[src/sv/stgq_pkg.sv]
// Shared types, constants and control records for the tone, gain and quantizer block.
package stgq_pkg;

  // Configuration port
  localparam int CFG_IDX_W  = 2;
  localparam int CFG_DATA_W = 20;
  localparam logic [CFG_IDX_W-1:0] CFG_BASS   = 2'd0;
  localparam logic [CFG_IDX_W-1:0] CFG_TREBLE = 2'd1;
  localparam logic [CFG_IDX_W-1:0] CFG_VOLUME = 2'd2;

  localparam int GAIN_W   = 20;
  localparam int VOL_W    = 16;
  localparam int SAMPLE_W = 16;
  localparam logic [VOL_W-1:0] VOLUME_RESET = 16'd256;

  // Q2.22 working values
  localparam int Y_W   = 25;  // tone value, held within +/- 2^23
  localparam int D_W   = 26;  // difference from previous shaped sample
  localparam int S_W   = 24;  // shaped value, within +/- 1.0
  localparam int G_W   = 23;  // magnitude after volume, up to 1.0
  localparam int SUM_W = 38;  // accumulate before saturation

  localparam logic signed [Y_W-1:0] Y_LIMIT = 25'sd8388608;
  localparam logic signed [S_W-1:0] ONE_Q22 = 24'sd4194304;
  localparam logic [G_W-1:0]        G_ONE   = 23'd4194304;

  // Shared multiplier
  localparam int MUL_A_W = 25;
  localparam int MUL_B_W = 20;
  localparam int PROD_W  = MUL_A_W + MUL_B_W;
  localparam logic [MUL_B_W-1:0] PCM_SCALE = 20'd32767;

  localparam int BASS_POS_SHIFT = 9;   // /2560 = /512 then /5
  localparam int BASS_NEG_SHIFT = 10;  // /5120 = /1024 then /5
  localparam int TREBLE_SHIFT   = 9;
  localparam int VOL_SHIFT      = 8;
  localparam int PCM_SHIFT      = 22;

  // Divide-by-five unit, four quotient bits per cycle
  localparam int DQ_W        = PROD_W - BASS_POS_SHIFT;
  localparam int DIV_BITS    = 4;
  localparam int DIV_STEPS   = DQ_W / DIV_BITS;
  localparam int DIV_CNT_W   = $clog2(DIV_STEPS + 1);
  localparam int REM_W       = 3;
  localparam logic [REM_W:0] DIVISOR = 4'd5;

  localparam logic signed [SAMPLE_W-1:0] PCM_MAX = 16'sh7fff;
  localparam logic signed [SAMPLE_W-1:0] PCM_MIN = 16'sh8000;

  typedef enum logic [1:0] {
    MUL_BASS,
    MUL_TREBLE,
    MUL_VOLUME,
    MUL_PCM
  } mul_sel_t;

  typedef enum logic [3:0] {
    ST_IDLE,
    ST_BMUL,
    ST_BDIV,
    ST_BADD,
    ST_TMUL,
    ST_TDIV,
    ST_TADD,
    ST_SAT,
    ST_VMUL,
    ST_VCLAMP,
    ST_PMUL,
    ST_OUT
  } state_t;

  typedef struct packed {
    logic     load;
    logic     mul_en;
    mul_sel_t mul_sel;
    logic     div_step;
    logic     y_add;
    logic     s_store;
    logic     g_store;
    logic     out_load;
  } dp_cmd_t;

  typedef struct packed {
    logic bass_zero;
    logic treble_on;
    logic div_last;
    logic out_free;
  } dp_sts_t;

endpackage

[src/sv/stgq_ctrl.sv]
// Sequencer that steps one request through the shared multiplier and divider.
module stgq_ctrl (
  input  logic              clk,
  input  logic              rst_n,
  input  logic              in_valid,
  output logic              in_stall,
  input  stgq_pkg::dp_sts_t sts,
  output stgq_pkg::dp_cmd_t cmd
);

  stgq_pkg::state_t state_r, state_nxt;

  always_ff @(posedge clk) begin
    if (!rst_n) begin
      state_r <= stgq_pkg::ST_IDLE;
    end else begin
      state_r <= state_nxt;
    end
  end

  always_comb begin
    state_nxt   = state_r;
    cmd         = '0;
    cmd.mul_sel = stgq_pkg::MUL_BASS;
    in_stall    = (state_r != stgq_pkg::ST_IDLE);
    unique case (state_r)
      stgq_pkg::ST_IDLE: begin
        if (in_valid) begin
          cmd.load  = 1'b1;
          state_nxt = stgq_pkg::ST_BMUL;
        end
      end
      stgq_pkg::ST_BMUL: begin
        if (sts.bass_zero) begin
          state_nxt = sts.treble_on ? stgq_pkg::ST_TMUL : stgq_pkg::ST_SAT;
        end else begin
          cmd.mul_en  = 1'b1;
          cmd.mul_sel = stgq_pkg::MUL_BASS;
          state_nxt   = stgq_pkg::ST_BDIV;
        end
      end
      stgq_pkg::ST_BDIV: begin
        cmd.div_step = 1'b1;
        if (sts.div_last) state_nxt = stgq_pkg::ST_BADD;
      end
      stgq_pkg::ST_BADD: begin
        cmd.y_add = 1'b1;
        state_nxt = sts.treble_on ? stgq_pkg::ST_TMUL : stgq_pkg::ST_SAT;
      end
      stgq_pkg::ST_TMUL: begin
        cmd.mul_en  = 1'b1;
        cmd.mul_sel = stgq_pkg::MUL_TREBLE;
        state_nxt   = stgq_pkg::ST_TDIV;
      end
      stgq_pkg::ST_TDIV: begin
        cmd.div_step = 1'b1;
        if (sts.div_last) state_nxt = stgq_pkg::ST_TADD;
      end
      stgq_pkg::ST_TADD: begin
        cmd.y_add = 1'b1;
        state_nxt = stgq_pkg::ST_SAT;
      end
      stgq_pkg::ST_SAT: begin
        cmd.s_store = 1'b1;
        state_nxt   = stgq_pkg::ST_VMUL;
      end
      stgq_pkg::ST_VMUL: begin
        cmd.mul_en  = 1'b1;
        cmd.mul_sel = stgq_pkg::MUL_VOLUME;
        state_nxt   = stgq_pkg::ST_VCLAMP;
      end
      stgq_pkg::ST_VCLAMP: begin
        cmd.g_store = 1'b1;
        state_nxt   = stgq_pkg::ST_PMUL;
      end
      stgq_pkg::ST_PMUL: begin
        cmd.mul_en  = 1'b1;
        cmd.mul_sel = stgq_pkg::MUL_PCM;
        state_nxt   = stgq_pkg::ST_OUT;
      end
      stgq_pkg::ST_OUT: begin
        if (sts.out_free) begin
          cmd.out_load = 1'b1;
          state_nxt    = stgq_pkg::ST_IDLE;
        end
      end
      default: state_nxt = stgq_pkg::ST_IDLE;
    endcase
  end

endmodule

[src/sv/stgq_datapath.sv]
// Datapath: config registers, shared multiplier, divide-by-five unit, history and output register.
module stgq_datapath #(
  parameter int NUM_CHANNELS = 2
) (
  input  logic                                   clk,
  input  logic                                   rst_n,
  input  logic                                   cfg_we,
  input  logic [stgq_pkg::CFG_IDX_W-1:0]         cfg_index,
  input  logic [stgq_pkg::CFG_DATA_W-1:0]        cfg_data,
  input  logic                                   in_channel,
  input  logic signed [stgq_pkg::SAMPLE_W-1:0]   in_sample_in,
  input  logic                                   in_first_of_channel,
  input  stgq_pkg::dp_cmd_t                      cmd,
  output stgq_pkg::dp_sts_t                      sts,
  input  logic                                   out_stall,
  output logic                                   out_valid,
  output logic                                   out_channel_out,
  output logic signed [stgq_pkg::SAMPLE_W-1:0]   out_sample_out
);

  localparam int SLOT_W = (NUM_CHANNELS > 1) ? $clog2(NUM_CHANNELS) : 1;
  localparam int Y_W    = stgq_pkg::Y_W;
  localparam int D_W    = stgq_pkg::D_W;
  localparam int S_W    = stgq_pkg::S_W;
  localparam int G_W    = stgq_pkg::G_W;
  localparam int SUM_W  = stgq_pkg::SUM_W;
  localparam int A_W    = stgq_pkg::MUL_A_W;
  localparam int B_W    = stgq_pkg::MUL_B_W;
  localparam int P_W    = stgq_pkg::PROD_W;
  localparam int DQ_W   = stgq_pkg::DQ_W;
  localparam int REM_W  = stgq_pkg::REM_W;
  localparam int CNT_W  = stgq_pkg::DIV_CNT_W;

  // Config registers
  logic signed [stgq_pkg::GAIN_W-1:0] bass_r, treble_r;
  logic [stgq_pkg::VOL_W-1:0]         volume_r;

  always_ff @(posedge clk) begin
    if (!rst_n) begin
      bass_r   <= '0;
      treble_r <= '0;
      volume_r <= stgq_pkg::VOLUME_RESET;
    end else if (cfg_we) begin
      case (cfg_index)
        stgq_pkg::CFG_BASS:   bass_r   <= cfg_data;
        stgq_pkg::CFG_TREBLE: treble_r <= cfg_data;
        stgq_pkg::CFG_VOLUME: volume_r <= cfg_data[stgq_pkg::VOL_W-1:0];
        default: ;
      endcase
    end
  end

  // Request registers
  logic              ch_r, first_r;
  logic [SLOT_W-1:0] slot_r, slot_in;
  logic signed [Y_W-1:0] y_r;

  assign slot_in = (NUM_CHANNELS == 1) ? '0 : SLOT_W'(in_channel);

  always_ff @(posedge clk) begin
    if (cmd.load) begin
      ch_r    <= in_channel;
      first_r <= in_first_of_channel;
      slot_r  <= slot_in;
    end
  end

  // Previous shaped sample per channel; valid bits stand in for the zero reset
  logic signed [S_W-1:0] prev_mem [NUM_CHANNELS];
  logic [NUM_CHANNELS-1:0] prev_vld_r;
  logic signed [S_W-1:0] prev_rd_r, prev;
  logic                  prev_ok_r;
  logic signed [S_W-1:0] s_r;

  always_ff @(posedge clk) begin
    if (cmd.load) prev_rd_r <= prev_mem[slot_in];
    if (cmd.s_store) prev_mem[slot_r] <= s_nxt;
  end

  always_ff @(posedge clk) begin
    if (!rst_n) begin
      prev_vld_r <= '0;
    end else if (cmd.s_store) begin
      prev_vld_r[slot_r] <= 1'b1;
    end
  end

  always_ff @(posedge clk) begin
    if (cmd.load) prev_ok_r <= prev_vld_r[slot_in];
  end

  assign prev = prev_ok_r ? prev_rd_r : '0;

  // Status
  logic bass_neg, treble_pos;
  assign bass_neg   = bass_r[stgq_pkg::GAIN_W-1];
  assign treble_pos = !treble_r[stgq_pkg::GAIN_W-1] && (treble_r != '0);

  // Operand selection for the shared multiplier
  logic signed [Y_W:0]   y_ext;
  logic signed [D_W-1:0] d_val;
  logic signed [S_W:0]   s_ext;
  logic [A_W-1:0]        y_abs, d_abs, s_abs;
  logic [B_W-1:0]        bass_abs;
  logic [G_W-1:0]        gmag_r;
  logic                  g_neg_r;
  logic [A_W-1:0]        mul_a;
  logic [B_W-1:0]        mul_b;
  logic                  mul_neg;
  logic [P_W-1:0]        prod, prod_r;
  logic                  prod_neg_r;

  assign y_ext    = {y_r[Y_W-1], y_r};
  assign d_val    = D_W'(y_r) - D_W'(prev);
  assign s_ext    = {s_r[S_W-1], s_r};
  assign y_abs    = A_W'(y_r[Y_W-1] ? -y_ext : y_ext);
  assign d_abs    = A_W'(d_val[D_W-1] ? -d_val : d_val);
  assign s_abs    = A_W'(s_r[S_W-1] ? -s_ext : s_ext);
  assign bass_abs = bass_neg ? (~bass_r + 1'b1) : bass_r;

  always_comb begin
    case (cmd.mul_sel)
      stgq_pkg::MUL_BASS: begin
        mul_a   = y_abs;
        mul_b   = bass_abs;
        mul_neg = y_r[Y_W-1] ^ bass_neg;
      end
      stgq_pkg::MUL_TREBLE: begin
        mul_a   = d_abs;
        mul_b   = treble_r;
        mul_neg = d_val[D_W-1];
      end
      stgq_pkg::MUL_VOLUME: begin
        mul_a   = s_abs;
        mul_b   = B_W'(volume_r);
        mul_neg = s_r[S_W-1];
      end
      stgq_pkg::MUL_PCM: begin
        mul_a   = A_W'(gmag_r);
        mul_b   = stgq_pkg::PCM_SCALE;
        mul_neg = g_neg_r;
      end
      default: begin
        mul_a   = '0;
        mul_b   = '0;
        mul_neg = 1'b0;
      end
    endcase
  end

  assign prod = P_W'(mul_a) * P_W'(mul_b);

  // Divide-by-five, quotient shifts in from the bottom
  logic [DQ_W-1:0]  dq_r, dq_nxt;
  logic [REM_W-1:0] rem_r, rem_nxt;
  logic [CNT_W-1:0] cnt_r;

  always_comb begin
    logic [REM_W:0] trial;
    dq_nxt  = dq_r;
    rem_nxt = rem_r;
    for (int i = 0; i < stgq_pkg::DIV_BITS; i++) begin
      trial  = {rem_nxt, dq_nxt[DQ_W-1]};
      dq_nxt = {dq_nxt[DQ_W-2:0], 1'b0};
      if (trial >= stgq_pkg::DIVISOR) begin
        trial     = trial - stgq_pkg::DIVISOR;
        dq_nxt[0] = 1'b1;
      end
      rem_nxt = trial[REM_W-1:0];
    end
  end

  always_ff @(posedge clk) begin
    if (cmd.mul_en) begin
      prod_r     <= prod;
      prod_neg_r <= mul_neg;
      rem_r      <= '0;
      cnt_r      <= '0;
      if (cmd.mul_sel == stgq_pkg::MUL_BASS && bass_neg) begin
        dq_r <= DQ_W'(prod >> stgq_pkg::BASS_NEG_SHIFT);
      end else begin
        dq_r <= DQ_W'(prod >> stgq_pkg::TREBLE_SHIFT);
      end
    end else if (cmd.div_step) begin
      dq_r  <= dq_nxt;
      rem_r <= rem_nxt;
      cnt_r <= cnt_r + 1'b1;
    end
  end

  // y accumulate with saturation at twice full scale
  logic signed [SUM_W-1:0] term, sum;
  logic signed [Y_W-1:0]   y_sat;

  assign term = prod_neg_r ? -SUM_W'(dq_r) : SUM_W'(dq_r);
  assign sum  = SUM_W'(y_r) + term;

  always_comb begin
    if (sum > SUM_W'(stgq_pkg::Y_LIMIT)) begin
      y_sat = stgq_pkg::Y_LIMIT;
    end else if (sum < -SUM_W'(stgq_pkg::Y_LIMIT)) begin
      y_sat = -stgq_pkg::Y_LIMIT;
    end else begin
      y_sat = Y_W'(sum);
    end
  end

  always_ff @(posedge clk) begin
    if (cmd.load) begin
      y_r <= {{2{in_sample_in[stgq_pkg::SAMPLE_W-1]}}, in_sample_in, 7'b0};
    end else if (cmd.y_add) begin
      y_r <= y_sat;
    end
  end

  // Clamp to +/- 1.0
  logic signed [S_W-1:0] s_nxt;

  always_comb begin
    if (y_r > Y_W'(stgq_pkg::ONE_Q22)) begin
      s_nxt = stgq_pkg::ONE_Q22;
    end else if (y_r < -Y_W'(stgq_pkg::ONE_Q22)) begin
      s_nxt = -stgq_pkg::ONE_Q22;
    end else begin
      s_nxt = S_W'(y_r);
    end
  end

  always_ff @(posedge clk) begin
    if (cmd.s_store) s_r <= s_nxt;
  end

  // Volume result magnitude, saturated at 1.0
  logic [P_W-1:0] vol_mag;
  assign vol_mag = prod_r >> stgq_pkg::VOL_SHIFT;

  always_ff @(posedge clk) begin
    if (cmd.g_store) begin
      g_neg_r <= prod_neg_r;
      gmag_r  <= (vol_mag >= P_W'(stgq_pkg::G_ONE)) ? stgq_pkg::G_ONE : G_W'(vol_mag);
    end
  end

  // PCM conversion and output register
  logic [stgq_pkg::SAMPLE_W-1:0]        pcm_mag;
  logic signed [stgq_pkg::SAMPLE_W-1:0] pcm;
  logic                                 out_valid_r, out_channel_r;
  logic signed [stgq_pkg::SAMPLE_W-1:0] out_sample_r;

  assign pcm_mag = stgq_pkg::SAMPLE_W'(prod_r >> stgq_pkg::PCM_SHIFT);

  always_comb begin
    if (gmag_r == stgq_pkg::G_ONE) begin
      pcm = g_neg_r ? stgq_pkg::PCM_MIN : stgq_pkg::PCM_MAX;
    end else begin
      pcm = g_neg_r ? -$signed(pcm_mag) : $signed(pcm_mag);
    end
  end

  always_ff @(posedge clk) begin
    if (!rst_n) begin
      out_valid_r <= 1'b0;
    end else if (cmd.out_load) begin
      out_valid_r <= 1'b1;
    end else if (!out_stall) begin
      out_valid_r <= 1'b0;
    end
  end

  always_ff @(posedge clk) begin
    if (cmd.out_load) begin
      out_channel_r <= ch_r;
      out_sample_r  <= pcm;
    end
  end

  assign out_valid       = out_valid_r;
  assign out_channel_out = out_channel_r;
  assign out_sample_out  = out_sample_r;

  assign sts.bass_zero = (bass_r == '0);
  assign sts.treble_on = treble_pos && !first_r;
  assign sts.div_last  = (cnt_r == CNT_W'(stgq_pkg::DIV_STEPS - 1));
  assign sts.out_free  = !out_valid_r || !out_stall;

`ifndef NO_ASSERTIONS
  // new result never overwrites one still waiting
  a_out_load_free: assert property (@(posedge clk) disable iff (!rst_n)
    cmd.out_load |-> (!out_valid_r || !out_stall))
    else $error("output register overwritten while stalled");

  // shaped value lands inside +/- 1.0
  a_s_range: assert property (@(posedge clk) disable iff (!rst_n)
    cmd.s_store |=> (s_r <= stgq_pkg::ONE_Q22 && s_r >= -stgq_pkg::ONE_Q22))
    else $error("shaped value out of range");

  // accumulate only right after the last divider step
  a_add_after_div: assert property (@(posedge clk) disable iff (!rst_n)
    cmd.y_add |-> $past(cmd.div_step))
    else $error("accumulate without finished quotient");
`endif

endmodule

[src/sv/sample_tone_gain_quantizer_core.sv]
// Top level of the tone, gain and PCM quantizer block.
//
// One request carries a Q1.15 sample and its channel; one PCM result comes
// back per request, in order. The sample is scaled by the bass gain, gets
// the treble emphasis against the channel's previous shaped sample (skipped
// on a channel's first sample or when treble is not positive), is clamped
// to +/-1.0, scaled by volume, clamped again and converted to 16-bit PCM.
// Rate: one request at a time through a single shared 25x20 multiplier and
// a divide-by-five unit that produces four quotient bits per cycle. Each
// active gain (bass, treble) adds a multiply, a divide and an accumulate
// step to a request; in_stall is high in every state but idle. The result
// sits in an output register, so the next request is accepted while it
// waits; the sequencer only holds in its last step if the previous result
// is still stalled. Channel history is a small per-channel store with
// valid bits cleared at reset, so no clearing pass is needed.
// Configuration writes (bass 0, treble 1, volume 2; other indexes ignored)
// take effect at once and are meant for idle periods.
module sample_tone_gain_quantizer_core #(
  parameter int NUM_CHANNELS = 2
) (
  input  logic                                 clk,
  input  logic                                 rst_n,
  input  logic                                 cfg_we,
  input  logic [stgq_pkg::CFG_IDX_W-1:0]       cfg_index,
  input  logic [stgq_pkg::CFG_DATA_W-1:0]      cfg_data,
  input  logic                                 in_valid,
  output logic                                 in_stall,
  input  logic                                 in_channel,
  input  logic signed [stgq_pkg::SAMPLE_W-1:0] in_sample_in,
  input  logic                                 in_first_of_channel,
  output logic                                 out_valid,
  input  logic                                 out_stall,
  output logic                                 out_channel_out,
  output logic signed [stgq_pkg::SAMPLE_W-1:0] out_sample_out
);

  stgq_pkg::dp_cmd_t cmd;
  stgq_pkg::dp_sts_t sts;

  // sequencer
  stgq_ctrl u_ctrl (
    .clk      (clk),
    .rst_n    (rst_n),
    .in_valid (in_valid),
    .in_stall (in_stall),
    .sts      (sts),
    .cmd      (cmd)
  );

  // arithmetic, history and output register
  stgq_datapath #(
    .NUM_CHANNELS (NUM_CHANNELS)
  ) u_dp (
    .clk                 (clk),
    .rst_n               (rst_n),
    .cfg_we              (cfg_we),
    .cfg_index           (cfg_index),
    .cfg_data            (cfg_data),
    .in_channel          (in_channel),
    .in_sample_in        (in_sample_in),
    .in_first_of_channel (in_first_of_channel),
    .cmd                 (cmd),
    .sts                 (sts),
    .out_stall           (out_stall),
    .out_valid           (out_valid),
    .out_channel_out     (out_channel_out),
    .out_sample_out      (out_sample_out)
  );

endmodule

[config.mk]
export PLATFORM = sky130hd
export DESIGN_NAME = sample_tone_gain_quantizer_core
export DESIGN_NICKNAME = d
export VERILOG_FILES = /design/src/sv/stgq_pkg.sv /design/src/sv/stgq_ctrl.sv /design/src/sv/stgq_datapath.sv /design/src/sv/sample_tone_gain_quantizer_core.sv
export SDC_FILE = /design/constraint.sdc
export NUM_CORES = 2
export LEC_CHECK = 0
export BUFFER_PORTS_ARGS = -buffer_cell sky130_fd_sc_hd__buf_2
export CORE_MARGIN = 1
export CORE_UTILIZATION = 45
export CTS_BUF_LIST = sky130_fd_sc_hd__clkbuf_4
export DETAILED_ROUTE_END_ITERATION = 10
export GPL_ROUTABILITY_DRIVEN = 0
export MAX_ROUTING_LAYER = met4
export PLACE_DENSITY_LB_ADDON = 0.2
export SYNTH_ARGS = -nofsm -noshare
export SYNTH_HDL_FRONTEND = slang
export SYNTH_SLANG_ARGS = --single-unit
[constraint.sdc]
create_clock -name clk -period 33.5 [get_ports clk]
set_input_delay 1.675 -clock clk [delete_from_list [all_inputs] [get_ports clk]]
set_output_delay 1.675 -clock clk [all_outputs]
set_load 0.02 [all_outputs]
## Word level (Yosys, flattened, before mapping)

Memories as Yosys holds them, arrays and structs flattened. A register that Yosys moved wholly into a read port is not among the register bits.
Index checks and enable logic that the tools add are counted.

- Bits in registers: 245
- RAM bits: 48
- Bits of input ports: 45
- Output and inout bits: 19
- Word-level logic and storage cells: 151
- Memories kept: 1

Memory list:

| memory | depth | bits a word | read ports | clocked after memory_dff | write ports | line | RTL |
|---|---|---|---|---|---|---|---|
| u_dp.prev_mem | 2 | 24 | 1 | 1 | 1 | stgq_datapath.sv:69 | `logic signed [S_W-1:0] prev_mem [NUM_CHANNELS];` |

- $add $sub $neg: 13
- Multiply operators: 1
- Order comparisons: 12
- Equality and inequality tests: 23
- Mux-type cells: 54
- Bitwise logic cells: 3
- Reduce and logical (&&, ||, !) cells: 23

Operator list:

| operator | number |
|---|---|
| two-way mux 25 bit | 7 |
| two-way mux 36 bit | 3 |
| case mux 25 bit (4 select lines) | 1 |
| case mux 20 bit (4 select lines) | 1 |
| two-way mux 24 bit | 3 |
| negator 25 bit | 2 |
| two-way mux 16 bit | 3 |
| case mux 4 bit (12 select lines) | 1 |
| multiplier 25 x 20 -> 45 bit | 1 |
| adder 25 x 38 -> 38 bit | 1 |
| > comparator 38 x 25 -> 1 bit, second input constant | 1 |
| less-than comparator 38 x 24 -> 1 bit, second input constant | 1 |
| two-way mux 38 bit | 1 |
| negator 36 -> 38 bit | 1 |
| >= comparator 37 x 23 -> 1 bit, second input constant | 1 |
| subtractor 25 x 24 -> 26 bit | 1 |
| > comparator 25 x 24 -> 1 bit, second input constant | 1 |
| less-than comparator 25 x 23 -> 1 bit, second input constant | 1 |
| negator 24 -> 25 bit | 1 |
| == test 23 bit, second input constant | 1 |
| adder 20 x 1 -> 20 bit, second input constant | 1 |
| == test 4 bit, second input constant | 5 |
| zero test 20 bit | 1 |
| two-way mux 20 bit | 1 |
| 34 further kinds | 88 |

## Logic depth before layout (Yosys ltp)

- Depth after elaboration: 10
- Mapped depth: 43
- Gate-level depth less buffers: 41

## Cells and area by module

From an unflattened synthesis, not the netlist that was laid out.

- Cells, all modules: 4045
- Area total of the unflattened synthesis: 36389.9 um^2

Modules (own cells, without submodules):

| module | instances | cells each | area each (um^2) | seq. area each (um^2) |
|---|---|---|---|---|
| stgq_datapath | 1 | 3986 | 35992.0 | 8428.1 |
| stgq_ctrl | 1 | 59 | 397.9 | 80.1 |

## Worst setup path before layout

OpenSTA, ideal clock, no wires.

- Path type: reg2reg
- Start: register u_dp.prev_ok_r
- End: register u_dp.dq_r[29], data pin
- Setup time: 0.261 ns
- Arrival time: 10.251 ns
- Data required time: 33.239 ns
- Path slack: 22.989 ns
- Stages on the path, launching flop included: 44
- Buffers on the path: 3
- Clock period less this slack: 10.511 ns
- Cell sequence: edfxtp_1 > and2_1 > ha_1 > fa_1 > nor2b_1 > o21a_1 > nor2_1 > xnor2_1 > or3_4 > or3_1 > or3_1 > clkbuf_1 > o31ai_1 > xor2_1 > a222oi_1 > mux2i_1 > clkbuf_1 > nand2_1 > (+8 left out) > fa_1 > inv_1 > fa_1 > inv_1 > fa_1 > inv_1 > ha_1 > clkbuf_1 > nand2_1 > nor2_1 > nand4_1 > or3_1 > or2_2 > o211ai_1 > a211oi_2 > o21ai_1 > xor2_1 > a221o_1

- Cells in the longest elaborated chain, start to end: 8

RTL lines:

| what | line | RTL |
|---|---|---|
| from (decl) | stgq_datapath.sv:72 | `logic prev_ok_r;` |
| from (signal assigned) | stgq_datapath.sv:89 | `if (cmd.load) prev_ok_r <= prev_vld_r[slot_in];` |
| two-way mux 24 bit (*) | stgq_datapath.sv:92 | `assign prev = prev_ok_r ? prev_rd_r : '0;` |
| subtractor 25 x 24 -> 26 bit (*) | stgq_datapath.sv:114 | `assign d_val = D_W'(y_r) - D_W'(prev);` |
| negator 25 bit | stgq_datapath.sv:117 | `assign d_abs = A_W'(d_val[D_W-1] ? -d_val : d_val);` |
| two-way mux 25 bit (*) | stgq_datapath.sv:117 |  |
| case mux 25 bit (4 select lines) (*) | stgq_datapath.sv:122 | `case (cmd.mul_sel)` |
| multiplier 25 x 20 -> 45 bit (*) | stgq_datapath.sv:151 | `assign prod = P_W'(mul_a) * P_W'(mul_b);` |
| net u_dp.prod[39] | stgq_datapath.sv:110 | `logic [P_W-1:0] prod, prod_r;` |
| two-way mux 36 bit (*) | stgq_datapath.sv:179 | `if (cmd.mul_sel == stgq_pkg::MUL_BASS && bass_neg) begin` |
| two-way mux 36 bit (*) | stgq_datapath.sv:174 | `if (cmd.mul_en) begin` |
| to (signal assigned) | stgq_datapath.sv:180 | `dq_r <= DQ_W'(prod >> stgq_pkg::BASS_NEG_SHIFT);` |
| to (signal assigned) | stgq_datapath.sv:182 | `dq_r <= DQ_W'(prod >> stgq_pkg::TREBLE_SHIFT);` |
| to (signal assigned) | stgq_datapath.sv:185 | `dq_r <= dq_nxt;` |
| to (decl) | stgq_datapath.sv:154 | `logic [DQ_W-1:0] dq_r, dq_nxt;` |

The timed path passes the listed nets; every way through them passes the cells marked *.
A chain may end at the register's enable or synchronous reset.

## Final worst setup path

Ends and elaborated chain as after synthesis.

==> out/results.md <==
| Parameter | This run | Unit |
|:---|:---|:---|
| Data arrival time of the critical path | 12,390 | ps |
| Category of the most critical setup path | reg2reg | - |
| TNS Setup | 0 | ps |
| Count of port buffers added during placement | 63 | - |
| Final count of pins violating max slew | 0 | - |
| Critical Path Most Common Cell | fa_1 | - |
| Worst Setup Start Kind | flop | - |
| Via density | 5.711 | - |
| Clk buf depth | 3 | - |
| Synthesized area divided by synthesized cell count | 8.878 | µm² |
| Number of global-route vias before repair | 29,120 | - |
| GRT Util Overall | 28.27 | % |
| Part of the Yosys area used for sequential elements | 23.24 | % |
| Detailed-routing iteration count for the pre-antenna-repair pass | 8 | - |
| Post-synthesis instance total | 4,124 | - |
| Critical-path top delay cell | edfxtp_1 | - |
| DRC errors left | 0 | - |
| Final Skew | 85.62 | ps |
| Flops & latches, synth | 309 | - |
| Area growth from synthesis to layout | 6.920 | % |
| Initial standard-cell utilization of the core | 45.45 | % |
| Number of hold buffers added after cts | 0 | - |
| Top area cells in the synthesized netlist | fa_1, edfxtp_1, ha_1 | - |
| Setup repair after global routing missed its margin | false | - |
| Post-route fraction of the period consumed by the critical path | 35.25 | % |
| Clock latency on the worst-skew pair | 880 | ps |
| Core ar. | 80,550 | µm² |
| Slew margin rel. | 15.58 | % |
| Antenna violations before repair | 4 | - |
| Resized Gates After CTS | 0 | - |
| Fraction of layout instances using a drive strength above 1 | 8.542 | % |
| Highest achievable clock rate | 0.08469 | GHz |
| Top-Level Pins | 64 | - |
| Worst-path maximum fanout | 24 | - |
| Post-Route WL | 112,200 | µm |
| Adder-Cell Fraction of Synth Area | 30.37 | % |
| Clock transition at the register clock pins on the worst setup and hold paths after CTS | 70 | ps |
| Slowest Stage Delay on Critical Path | 710 | ps |
| Detailed placer's ending HPWL | 86,530 | µm |
| Total number of yosys warnings | 0 | - |
| Synth Area in Simple Gates | 17.59 | % |
| Number of synthesized flops with an enable pin | 232 | - |
| Vias after detailed routing | 30,030 | - |
| Reported max-cap violation count | 0 | - |
| Number of H-tree branching levels | 3 | - |
| Cell taking the most area after synthesis | fa_1 | - |
| Main combinational cell family by area after synthesis | adder cells | - |
| Type of destination of the critical path | flop | - |
| Run status | complete, no violations | - |
| Total clock buffers created by CTS | 82 | - |
| Net count of the finished layout | 4,818 | - |
| Top cell type's share of synthesized area | 22.47 | % |
| TritonCTS Sinks | 309 | - |
| Tightest Pin Transition | 1263 | ps |
| Post-Synth XOR/XNOR Area | 4.976 | % |
| Setup Fix Bufs, Post-CTS | 0 | - |
| Area of the die | 82,510 | µm² |
| Post-layout min period | 11,810 | ps |
| Area fraction in compound gates after synthesis | 14.45 | % |
| Summed instance area of the synthesized netlist | 36,610 | µm² |
| Required @ worst endpoint | 34,090 | ps |
| Aggregate global routing overflow | 0 | - |
| Portion of netlist area occupied by mux cells | 1.326 | % |
| Clock tree root driver cell | clkbuf_4 | - |
| Maximum number of pins on one net before global-route repair | 59 | - |
| Primary FF master, synth | edfxtp_1 | - |
| Class of the most critical hold timing path | reg2reg | - |
| Initial DRC Count | 2,710 | - |
| TritonCTS clock tree | built | - |
| Floorplan row count | 104 | - |
| Number of nets produced by synthesis | 4,811 | - |
| Share of flip-flops with an asynchronous set or reset | 0 | % |
| Final number of hold-violating endpoints | 0 | - |
| Total of endpoints with negative setup slack in the final report | 0 | - |
| WL per Instance | 21.35 | µm |
| Global-route wire length before repair | 173,300 | µm |
| Count of cell types in the netlist | 97 | - |
| Die outline width | 287.2 | µm |
| List of most frequent post-synthesis cells | nand2_1, inv_1, fa_1 | - |
| Antenna viol nets, final | 0 | - |
| Die span in y | 287.2 | µm |
| Dominant cell by count in the synthesized netlist | nand2_1 | - |
cells in the final DEF (no fill, tap or decap), drive strengths merged, types with 133 or more instances in the layout:
| master | synthesis | routed |
|---|---|---|
| a21oi | 209 | 209 |
| buf | 14 | 133 |
| edfxtp | 232 | 232 |
| fa | 411 | 411 |
| ha | 231 | 231 |
| inv | 571 | 573 |
| nand2 | 602 | 602 |
| nor2 | 233 | 233 |
| o21ai | 149 | 149 |
critical path: cells and delay by family, from the launching register on:
kind | cells | cell delay (ps)
AOI/OAI and AO/OA | 10 | 2810
xor gates and xnor gates | 3 | 500
adders and majority gates | 10 | 4800
buffers and inverters | 6 | 650
DFF | 1 | 710
and+or+nand+nor | 9 | 2060
cell type report:
| type | instances | area, µm² |
|---|---|---|
| Fill cell | 7816 | 41400 |
| Multi-Input combinational cell | 3034 | 25250 |
| Sequential cell | 309 | 8508 |
| Inverter | 571 | 2143 |
| Tap cell | 1060 | 1326 |
| Clock buffer | 121 | 908.4 |
| Timing Repair Buffer | 133 | 840.8 |
| Clock inverter | 23 | 150.1 |
| Antenna cell | 6 | 15.01 |
worst paths after layout:
kind                            slack, ps               from                 to  cells past startpoint
worst max-delay path                21690     u_dp.prev_ok_r      u_dp.dq_r[29]                     38
worst min-delay path                  460  u_dp.volume_r[14]  u_dp.volume_r[14]                      2
worst max register to register      21690     u_dp.prev_ok_r      u_dp.dq_r[29]                     38
worst min register to register        460  u_dp.volume_r[14]  u_dp.volume_r[14]                      2
through the flow:
| stage | std cells | hold slack (ps) | cell area (µm²) | utilization, % | setup WS [ps] |
|---|---|---|---|---|---|
| after detailed placement | 5107 | 446.8 | 38070 | 47.27 | 21800 |
| after global placement | 5107 | 441.2 | 38070 | 47.27 | 21890 |
| after global routing | 5257 | 479.0 | 39150 | 48.60 | 20990 |
| after CTS | 5251 | 456.7 | 39130 | 48.58 | 21790 |
| final | 5257 | 457.3 | 39150 | 48.60 | 21690 |
| after floorplan | 4124 | 435.2 | 36610 | - | 22990 |
per-layer routing:
layer | part of all wire (%) | track usage, % | vias to the layer above
li1 | - | - | 13880
met4 | 2.4 | 7.247 | 0
met1 | 44 | 38.32 | 14900
met2 | 46 | 43.63 | 1066
met3 | 7.6 | 5.016 | 173
met5 | 0 | - | -
logic make-up after synthesis:
family	Yosys count
AOI/OAI and AO/OA	786
xor gates and xnor gates	208
adders and majority gates	642
buffers and inverters	781
DFF	309
muxes	45
and+or+nand+nor	1353
registers in the layout, indices dropped and copies added (netlist names), 2 cells and up:
name	flops
u_dp.prev_vld_r	2
u_dp.out_sample_out	16
u_dp.gmag_r	23
u_dp.rem_r	3
u_dp.prev_rd_r	24
u_ctrl.state_r	4
u_dp.prod_r	37
u_dp.treble_r	20
u_dp.y_r	25
u_dp.prev_mem	48
u_dp.cnt_r	4
u_dp.bass_r	20
u_dp.dq_r	36
u_dp.s_r	24
u_dp.volume_r	16
Power is left out: the tool's default activity adds up to more than one toggle a clock period on the data nets, which glitch-free logic cannot reach.
